## config.mk

```make
export PLATFORM = sky130hd
export DESIGN_NAME = tag_value_field_parser_unit
export DESIGN_NICKNAME = d
export VERILOG_FILES = /design/src/rtl/tvfp_pkg.sv /design/src/rtl/tvfp_front.sv /design/src/rtl/tvfp_queue.sv /design/src/rtl/tvfp_back.sv /design/src/rtl/tag_value_field_parser_unit.sv
export SDC_FILE = /design/constraint.sdc
export NUM_CORES = 1
export LEC_CHECK = 0
export BUFFER_PORTS_ARGS = -buffer_cell sky130_fd_sc_hd__buf_2
export CAP_MARGIN = 25
export CORE_MARGIN = 4
export CORE_UTILIZATION = 63
export CTS_BUF_LIST = sky130_fd_sc_hd__clkbuf_2
export CTS_CLUSTER_SIZE = 24
export DETAILED_ROUTE_END_ITERATION = 16
export PLACE_DENSITY = 0.83
export SYNTH_ARGS = -nofsm -noshare
export SYNTH_HDL_FRONTEND = slang
export SYNTH_SLANG_ARGS = --single-unit
```

## constraint.sdc

```tcl
create_clock -name clk -period 6.7 [get_ports clk]
set_clock_uncertainty 0.05 [all_clocks]
set_input_delay 0.335 -clock clk [delete_from_list [all_inputs] [get_ports clk]]
set_output_delay 0.335 -clock clk [all_outputs]
set_load 0.005 [all_outputs]
```

## src/rtl/tvfp_pkg.sv

```systemverilog
// ----------------------------------------------------------------------------
// tvfp_pkg
// Shared types and constants of the tag=value field parser.
// ----------------------------------------------------------------------------
package tvfp_pkg;

  localparam logic [7:0] SOH_BYTE    = 8'h01;
  localparam logic [7:0] EQUALS_CHAR = 8'h3D;
  localparam logic [7:0] POINT_CHAR  = 8'h2E;
  localparam logic [7:0] ZERO_CHAR   = 8'h30;
  localparam logic [7:0] NINE_CHAR   = 8'h39;

  localparam logic [7:0] MAX_LEN_RESET = 8'd64;

  localparam int OFFSET_W    = 16;
  localparam int QUEUE_DEPTH = 4;
  localparam int QUEUE_AW    = 2;

  typedef enum logic [2:0] {
    CLS_DIGIT,
    CLS_POINT,
    CLS_EQUALS,
    CLS_SOH,
    CLS_OTHER
  } byte_class_t;

  typedef struct packed {
    byte_class_t           cls;
    logic [7:0]            data;
    logic [OFFSET_W-1:0]   offset;
  } queue_entry_t;

  typedef struct packed {
    logic [19:0]         tag_number;
    logic [30:0]         value_mantissa;
    logic [4:0]          decimal_count;
    logic                has_point;
    logic [7:0]          last_char;
    logic [7:0]          value_length;
    logic [OFFSET_W-1:0] tag_offset;
    logic                missing_equals;
    logic                non_digit;
    logic                overflow;
    logic                too_long;
  } field_result_t;

endpackage

```

## src/rtl/tvfp_front.sv

```systemverilog
// ----------------------------------------------------------------------------
// tvfp_front
// Accepts message bytes, classifies them and stamps field offsets.
// ----------------------------------------------------------------------------
module tvfp_front
  import tvfp_pkg::*;
#(
  parameter int POSITION_WIDTH = 16
) (
  input  logic         clk,
  input  logic         rst,
  input  logic         in_valid,
  output logic         in_ready,
  input  logic [7:0]   in_byte,
  output logic         push_valid,
  input  logic         push_ready,
  output queue_entry_t push_entry
);

  logic [POSITION_WIDTH-1:0] position;
  logic [POSITION_WIDTH-1:0] field_start;
  logic [31:0]               start_wide;
  logic                      transfer;
  byte_class_t               cls;

  always_comb begin
    if (in_byte == SOH_BYTE) begin
      cls = CLS_SOH;
    end else if (in_byte == EQUALS_CHAR) begin
      cls = CLS_EQUALS;
    end else if (in_byte == POINT_CHAR) begin
      cls = CLS_POINT;
    end else if (in_byte >= ZERO_CHAR && in_byte <= NINE_CHAR) begin
      cls = CLS_DIGIT;
    end else begin
      cls = CLS_OTHER;
    end
  end

  assign start_wide = 32'(field_start);
  assign transfer   = in_valid && push_ready;
  assign in_ready   = push_ready;
  assign push_valid = in_valid;

  assign push_entry.cls    = cls;
  assign push_entry.data   = in_byte;
  assign push_entry.offset = start_wide[OFFSET_W-1:0];

  always_ff @(posedge clk) begin
    if (rst) begin
      position    <= '0;
      field_start <= '0;
    end else if (transfer) begin
      position <= position + 1'b1;
      // next field begins right after the SOH
      if (cls == CLS_SOH) begin
        field_start <= position + 1'b1;
      end
    end
  end

endmodule

```

## src/rtl/tvfp_queue.sv

```systemverilog
// ----------------------------------------------------------------------------
// tvfp_queue
// Small FIFO of classified bytes between front and back.
// ----------------------------------------------------------------------------
module tvfp_queue
  import tvfp_pkg::*;
(
  input  logic         clk,
  input  logic         rst,
  input  logic         push_valid,
  output logic         push_ready,
  input  queue_entry_t push_entry,
  output logic         pop_valid,
  input  logic         pop_ready,
  output queue_entry_t pop_entry
);

  queue_entry_t        slots [QUEUE_DEPTH];
  logic [QUEUE_AW-1:0] wr_ptr;
  logic [QUEUE_AW-1:0] rd_ptr;
  logic [QUEUE_AW:0]   count;
  logic                push;
  logic                pop;

  assign push_ready = (count != (QUEUE_AW+1)'(QUEUE_DEPTH));
  assign pop_valid  = (count != '0);
  assign pop_entry  = slots[rd_ptr];
  assign push       = push_valid && push_ready;
  assign pop        = pop_valid && pop_ready;

  always_ff @(posedge clk) begin
    if (push) begin
      slots[wr_ptr] <= push_entry;
    end
  end

  always_ff @(posedge clk) begin
    if (rst) begin
      wr_ptr <= '0;
      rd_ptr <= '0;
      count  <= '0;
    end else begin
      if (push) begin
        wr_ptr <= wr_ptr + 1'b1;
      end
      if (pop) begin
        rd_ptr <= rd_ptr + 1'b1;
      end
      if (push && !pop) begin
        count <= count + 1'b1;
      end else if (pop && !push) begin
        count <= count - 1'b1;
      end
    end
  end

endmodule

```

## src/rtl/tvfp_back.sv

```systemverilog
// ----------------------------------------------------------------------------
// tvfp_back
// Field accumulators and result register.
// ----------------------------------------------------------------------------
module tvfp_back
  import tvfp_pkg::*;
(
  input  logic          clk,
  input  logic          rst,
  input  logic [7:0]    max_len,
  input  logic          q_valid,
  output logic          q_ready,
  input  queue_entry_t  q_entry,
  output logic          out_valid,
  input  logic          out_ready,
  output field_result_t result
);

  localparam int ERR_NONDIGIT = 0;
  localparam int ERR_OVERFLOW = 1;
  localparam int ERR_TOOLONG  = 2;

  localparam logic [19:0] TAG_MAX  = 20'hFFFFF;
  localparam logic [30:0] MANT_MAX = 31'h7FFFFFFF;
  localparam logic [4:0]  DEC_MAX  = 5'd31;
  localparam logic [7:0]  LEN_MAX  = 8'd255;

  function automatic logic [34:0] mul10_add(input logic [30:0] acc, input logic [3:0] d);
    logic [34:0] a;
    a = {4'b0, acc};
    return (a << 3) + (a << 1) + {31'b0, d};
  endfunction

  logic          in_value;
  logic [19:0]   tag_acc;
  logic [30:0]   mant_acc;
  logic [4:0]    dec_acc;
  logic          point_seen;
  logic [7:0]    last_byte;
  logic [7:0]    len_cnt;
  logic [2:0]    err_flags;

  logic          in_value_next;
  logic [19:0]   tag_acc_next;
  logic [30:0]   mant_acc_next;
  logic [4:0]    dec_acc_next;
  logic          point_seen_next;
  logic [7:0]    last_byte_next;
  logic [7:0]    len_cnt_next;
  logic [2:0]    err_flags_next;
  logic          out_valid_next;
  field_result_t result_next;

  logic          pop;
  logic          is_soh;
  logic [3:0]    digit;
  logic [34:0]   tag_sum;
  logic [34:0]   mant_sum;

  assign is_soh  = (q_entry.cls == CLS_SOH);
  // an SOH needs the result register free or draining this cycle
  assign pop     = q_valid && (!is_soh || !out_valid || out_ready);
  assign q_ready = pop;
  assign digit   = q_entry.data[3:0];
  assign tag_sum  = mul10_add({11'b0, tag_acc}, digit);
  assign mant_sum = mul10_add(mant_acc, digit);

  always_comb begin
    in_value_next   = in_value;
    tag_acc_next    = tag_acc;
    mant_acc_next   = mant_acc;
    dec_acc_next    = dec_acc;
    point_seen_next = point_seen;
    last_byte_next  = last_byte;
    len_cnt_next    = len_cnt;
    err_flags_next  = err_flags;
    result_next     = result;

    if (pop) begin
      if (is_soh) begin
        result_next.tag_number = tag_acc;
        result_next.tag_offset = q_entry.offset;
        result_next.non_digit  = err_flags[ERR_NONDIGIT];
        result_next.overflow   = err_flags[ERR_OVERFLOW];
        if (in_value) begin
          result_next.value_mantissa = mant_acc;
          result_next.decimal_count  = dec_acc;
          result_next.has_point      = point_seen;
          result_next.last_char      = last_byte;
          result_next.value_length   = (len_cnt == LEN_MAX) ? LEN_MAX : len_cnt + 8'd1;
          result_next.missing_equals = 1'b0;
          // length + SOH > max  <=>  length >= max
          result_next.too_long       = err_flags[ERR_TOOLONG] || (len_cnt >= max_len);
        end else begin
          result_next.value_mantissa = '0;
          result_next.decimal_count  = '0;
          result_next.has_point      = 1'b0;
          result_next.last_char      = '0;
          result_next.value_length   = '0;
          result_next.missing_equals = 1'b1;
          result_next.too_long       = 1'b0;
        end
        in_value_next   = 1'b0;
        tag_acc_next    = '0;
        mant_acc_next   = '0;
        dec_acc_next    = '0;
        point_seen_next = 1'b0;
        last_byte_next  = '0;
        len_cnt_next    = '0;
        err_flags_next  = '0;
      end else if (!in_value) begin
        case (q_entry.cls)
          CLS_EQUALS: in_value_next = 1'b1;
          CLS_DIGIT: begin
            if (tag_sum > {15'b0, TAG_MAX}) begin
              tag_acc_next = TAG_MAX;
              err_flags_next[ERR_OVERFLOW] = 1'b1;
            end else begin
              tag_acc_next = tag_sum[19:0];
            end
          end
          default: err_flags_next[ERR_NONDIGIT] = 1'b1;
        endcase
      end else begin
        last_byte_next = q_entry.data;
        if (len_cnt != LEN_MAX) begin
          len_cnt_next = len_cnt + 8'd1;
        end
        if (len_cnt_next >= max_len) begin
          err_flags_next[ERR_TOOLONG] = 1'b1;
        end
        if (q_entry.cls == CLS_POINT && !point_seen) begin
          point_seen_next = 1'b1;
        end else if (q_entry.cls == CLS_DIGIT) begin
          if (mant_sum > {4'b0, MANT_MAX}) begin
            mant_acc_next = MANT_MAX;
            err_flags_next[ERR_OVERFLOW] = 1'b1;
          end else begin
            mant_acc_next = mant_sum[30:0];
          end
          if (point_seen) begin
            if (dec_acc != DEC_MAX) begin
              dec_acc_next = dec_acc + 5'd1;
            end else begin
              err_flags_next[ERR_OVERFLOW] = 1'b1;
            end
          end
        end else begin
          err_flags_next[ERR_NONDIGIT] = 1'b1;
        end
      end
    end
  end

  always_comb begin
    if (pop && is_soh) begin
      out_valid_next = 1'b1;
    end else if (out_ready) begin
      out_valid_next = 1'b0;
    end else begin
      out_valid_next = out_valid;
    end
  end

  always_ff @(posedge clk) begin
    if (rst) begin
      in_value   <= 1'b0;
      tag_acc    <= '0;
      mant_acc   <= '0;
      dec_acc    <= '0;
      point_seen <= 1'b0;
      last_byte  <= '0;
      len_cnt    <= '0;
      err_flags  <= '0;
      out_valid  <= 1'b0;
    end else begin
      in_value   <= in_value_next;
      tag_acc    <= tag_acc_next;
      mant_acc   <= mant_acc_next;
      dec_acc    <= dec_acc_next;
      point_seen <= point_seen_next;
      last_byte  <= last_byte_next;
      len_cnt    <= len_cnt_next;
      err_flags  <= err_flags_next;
      out_valid  <= out_valid_next;
    end
  end

  always_ff @(posedge clk) begin
    result <= result_next;
  end

  a_missing_eq_empty: assert property (@(posedge clk) disable iff (rst)
    out_valid && result.missing_equals |->
      result.value_length == 8'd0 && !result.too_long && !result.has_point)
    else $error("missing '=' result carries value data");

  a_value_len_nonzero: assert property (@(posedge clk) disable iff (rst)
    out_valid && !result.missing_equals |-> result.value_length != 8'd0)
    else $error("value result with zero length");

  a_decimals_need_point: assert property (@(posedge clk) disable iff (rst)
    out_valid && result.decimal_count != 5'd0 |-> result.has_point)
    else $error("decimal places without a point");

  a_no_soh_overwrite: assert property (@(posedge clk) disable iff (rst)
    out_valid && !out_ready |=> $stable(result))
    else $error("held result overwritten");

endmodule

```

## src/rtl/tag_value_field_parser_unit.sv

```systemverilog
// ----------------------------------------------------------------------------
// tag_value_field_parser_unit
// Streaming parser for tag=value<SOH> message fields.
// ----------------------------------------------------------------------------
// One message byte is taken per cycle while the queue has room. A byte transfer
// lands in a four-entry queue; the back end retires one queue entry per cycle,
// unless an SOH waits on a held result, through its accumulators (multiply-by-ten
// and add, saturating). Only an SOH needs the result register, so a byte stalls
// only when an SOH meets a result not yet taken and the queue has filled. The SOH
// passes through the queue, then out_valid is registered in the back end. The
// max value length register may be written at any time the parser is idle;
// cfg_ready is always high.
module tag_value_field_parser_unit
  import tvfp_pkg::*;
#(
  parameter int POSITION_WIDTH = 16
) (
  input  logic        clk,
  input  logic        rst,
  input  logic        cfg_valid,
  output logic        cfg_ready,
  input  logic [7:0]  cfg_data,
  input  logic        in_valid,
  output logic        in_ready,
  input  logic [7:0]  in_byte,
  output logic        out_valid,
  input  logic        out_ready,
  output logic [19:0] tag_number,
  output logic [30:0] value_mantissa,
  output logic [4:0]  decimal_count,
  output logic        has_point,
  output logic [7:0]  last_char,
  output logic [7:0]  value_length,
  output logic [15:0] tag_offset,
  output logic        missing_equals,
  output logic        non_digit,
  output logic        overflow,
  output logic        too_long
);

  logic          max_len;
  logic [7:0]    max_value_length;
  logic          push_valid;
  logic          push_ready;
  queue_entry_t  push_entry;
  logic          q_valid;
  logic          q_ready;
  queue_entry_t  q_entry;
  field_result_t result;

  assign cfg_ready = 1'b1;
  assign max_len   = cfg_valid && cfg_ready;

  always_ff @(posedge clk) begin
    if (rst) begin
      max_value_length <= MAX_LEN_RESET;
    end else if (max_len) begin
      max_value_length <= cfg_data;
    end
  end

  tvfp_front #(
    .POSITION_WIDTH(POSITION_WIDTH)
  ) u_front (
    .clk        (clk),
    .rst        (rst),
    .in_valid   (in_valid),
    .in_ready   (in_ready),
    .in_byte    (in_byte),
    .push_valid (push_valid),
    .push_ready (push_ready),
    .push_entry (push_entry)
  );

  tvfp_queue u_queue (
    .clk        (clk),
    .rst        (rst),
    .push_valid (push_valid),
    .push_ready (push_ready),
    .push_entry (push_entry),
    .pop_valid  (q_valid),
    .pop_ready  (q_ready),
    .pop_entry  (q_entry)
  );

  tvfp_back u_back (
    .clk       (clk),
    .rst       (rst),
    .max_len   (max_value_length),
    .q_valid   (q_valid),
    .q_ready   (q_ready),
    .q_entry   (q_entry),
    .out_valid (out_valid),
    .out_ready (out_ready),
    .result    (result)
  );

  assign tag_number     = result.tag_number;
  assign value_mantissa = result.value_mantissa;
  assign decimal_count  = result.decimal_count;
  assign has_point      = result.has_point;
  assign last_char      = result.last_char;
  assign value_length   = result.value_length;
  assign tag_offset     = result.tag_offset;
  assign missing_equals = result.missing_equals;
  assign non_digit      = result.non_digit;
  assign overflow       = result.overflow;
  assign too_long       = result.too_long;

endmodule

```

==> results by group <==
Floorplan
  – Core outline area: 24600 um^2
  – Die area: around 28000 um^2
  – Number of placement rows: 57
  – Ports: 117
  – Initial Utilization: 64.72%
  – Die Wd: 167.0 um
  – Die height: 167.0 um

Clocking
  – CTS tree: built
  – Number of post-CTS setup repair buffers: 0
  – Worst-skew pair later-pin latency: 0.93 ns
  – Quantity of gates resized following cts: 0
  – Clock sink count: 328
  – Max Root-Sink Buffers: 3
  – CTS buffer count: 80
  – Clock Root Buffer: clkbuf_2
  – CTS hold repair buffers: 27
  – Clk pin slew, worst setup/hold paths: 0.11 ns
  – CTS HTree Levels: 3

Setup path
  – CP Data Arrival Time: 5.99 ns
  – Sequence of cells on the critical path: buf_4, mux4_2, ha_1, ha_1, inv_1, fa_1, nand2b_1, a21oi_1, o21ai_1, o22ai_1, a221oi_1, o31ai_1, o2111ai_1, mux2i_2, buf_4, nand3_1, a22o_1
  – Worst path required time: ~7.4 ns
  – Crit-path max cell delay: 0.63 ns
  – Max Fanout on Critical Path: 25
  – Crit end category: register
  – Critical-path top delay cell: mux4_2
  – WS Path Type: reg -> reg
  – Setup crit start kind: register

STA
  – Relative slew margins: 30.56%
  – Hold Violations, Final: 0
  – Max-slew violations: 0
  – Fmax: ~0.19 GHz
  – Fin Setup TNS: 0 ns
  – Min Tclk post-route: 5.264 ns
  – Slew @ Worst Pin: 1.042 ns
  – Period utilization: roughly four fifths
  – Finish-stage setup viols: 0
  – RSZ-0062 raised after global routing: false

Min path
  – Hold Crit Class: in -> reg

Global routing
  – Largest net degree at the start of global routing: 88
  – GRT overflow: 0
  – GRT Resource Usage Total: 24.59%
  – Number of global-route vias before repair: 11350
  – Initial antenna violation count: 2
  – First-pass GRT wire length: 56540 um

Yosys
  – Most frequent cell after synthesis: edfxtp_1
  – Synth Area in XOR/XNOR: 5.115%
  – Largest family of logic cells by synthesized area: simple AND/OR/NAND/NOR gates
  – Synth Register Bits: about 330
  – Commonest cells post-synth: edfxtp_1 (201), dfxtp_1 (127), nor2_1 (111)
  – Cell count after synthesis: 1368
  – Synth Area per Inst: 11.64 um^2
  – Syn_nets: 1502
  – Largest cells by area after synthesis: edfxtp_1 (38%), dfxtp_1 (16%), ha_1 (8.5%)
  – Synth Area in Simple Gates: 12.47%
  – Multiplexer share of the synthesized area: 4.722%
  – Post-synthesis sequential area ratio: a little over half
  – Post-synth EDFFs: 201
  – Mapped cell area: 15920 um^2
  – Synth Area in Adders: a little under a tenth
  – Post-synth cell types: 66
  – Ys flop type: edfxtp_1
  – Async S/R FF share, synth: 0%
  – Largest area contributor in the netlist: edfxtp_1
  – Compound-cell area share of the yosys netlist: 12.21%
  – Area share of the largest cell type after synthesis: 37.90%
  – Yosys warns: 0

Placed design
  – DP HPWL: around 23000 um
  – Placed cell area: about 17000 um^2
  – # port buffers: 115
  – Placer congestion estimate: 0.9147

Detailed routing
  – Via-per-instance ratio: 5.851
  – Drt pass-1 iters: 5
  – Vias: roughly 11000
  – Final WL: 34330 um
  – DRC Markers: 0
  – Routed Antenna Nets: 0
  – Initial drt markers: about 760
  – Routed len/inst: 17.72 um

Cells and area
  – # fillers: 1730
  – Share of layout cells above drive strength 1: 18.62%
  – Area Growth Syn to Fin: 12.04%
  – Final instance area: 17840 um^2
  – NumNets Final: 1681

Outcome
  – Status: completed

Power and ir drop
  – Leakage: 7.376 nW
  – Worst vdd ir: between 150 and 200 uV
  – Cell area power density: 252.7 nW/um^2

Flow run
  – MaxCap Viol Count: 0
## cell type report
cell class | instances | area [um^2] | area share, %
flip-flops and latches | 328 | 8579 | 48.09
multi-input cells | 941 | 6963 | 39.03
repair buffers | 157 | 991.0 | 5.554
clock buffers | 114 | 570.5 | 3.198
well taps | 324 | 405.4 | 2.272
clock inverters | 32 | 180.2 | 1.010
inverters | 39 | 146.4 | 0.8205
diodes | 2 | 5.005 | 0.02805
## flip-flops by register name, indices dropped and copies added (netlist names), named ones only
| register | flops |
|---|---|
| u_back.last_byte | 8 |
| u_back.in_value | 1 |
| u_queue.wr_ptr | 2 |
| u_queue.rd_ptr | 2 |
| u_back.tag_acc | 20 |
| u_front.position | 16 |
| u_queue.count | 3 |
| u_back.mant_acc | 31 |
| u_back.err_flags | 3 |
| u_front.field_start | 16 |
| u_back.len_cnt | 8 |
| u_back.dec_acc | 5 |
| u_queue.slots | 108 |
| u_back.point_seen | 1 |
| max_value_length | 8 |
| u_back.result | 93 |
| u_back.out_valid | 1 |
## critical path: cells and delay by family, from the launching register on
kind	cells	cell delay, ns
compound gates	7	1.83
fa+ha+maj	3	0.59
buf+inv	3	0.84
flops	1	0.38
mux	2	1.25
simple gates	2	0.23
## final timing paths
check / from / endpoint / slack (ns) / cells after the start
max: register / u_back.mant_acc[7] / 1.44 / 17
min: rst / u_front.position[15] / 0.13 / 3
max reg2reg: register / u_back.mant_acc[7] / 1.44 / 17
min reg2reg: u_back.err_flags[0] / u_back.result[2] / 0.38 / 0
## where the power goes
group          internal, W  switching (W)  total [W]  leakage (nW)
Sequential         0.00231      0.0000652    0.00238          2.83
Clock             0.000486       0.000826    0.00131         0.569
Combinational     0.000338       0.000483   0.000821          3.98
## routing by layer
layer / vias up / wire length (um) / GRT usage (%)
li1: 5460 / - / -
met1: 5418 / 14340 / 32.05
met2: 369 / 17050 / 41.04
met3: 85 / 2077 / 5.072
met4: 2 / 854 / 9.000
met5: - / 7 / 0
## cells in the final DEF (no fill, tap or decap), types with 9 or more instances in the layout
cell type      instances
clkinv_1              17
buf_4                 13
dfxtp_1              126
xnor2_1               46
a22oi_1               16
a22o_1                38
a21oi_1               81
xor2_1                47
buf_2                115
and3_1                18
mux4_2                27
and2_1                45
nand2b_1              20
a21o_1                33
inv_1                 39
nor3_1                14
o21a_1                11
ha_1                 108
mux2i_1               10
or3_1                 12
nand3_1               45
a221oi_1               9
nand2_1               97
nor2b_1                9
nand3b_1               9
edfxtp_1             201
a211oi_1              22
o21ai_0               31
clkbuf_2             114
dlygate4sd3_1         27
nor2_1               110
## metrics by stage
step	power, W	hold WS, ns	setup WS [ns]	utilization, %	instances
after floorplan	0.002969	0.3590	0.5863	-	1368
after global placement	0.003176	0.3746	1.564	68.20	1760
after detailed placement	0.003212	0.3847	1.438	68.23	1761
after CTS	0.004531	0.003522	1.438	72.38	1934
after global routing	0.004764	0.05951	0.9258	72.50	1936
final	0.004508	0.1272	1.436	72.51	1937
## kinds of logic after synthesis
kind of cell / Yosys count
xor+xnor: 93
mux: 41
compound gates: 288
flops: 328
fa+ha+maj: 113
simple gates: 405
buf+inv: 99
other cells: 1
No activity file was read; power rests on OpenSTA's default activity.
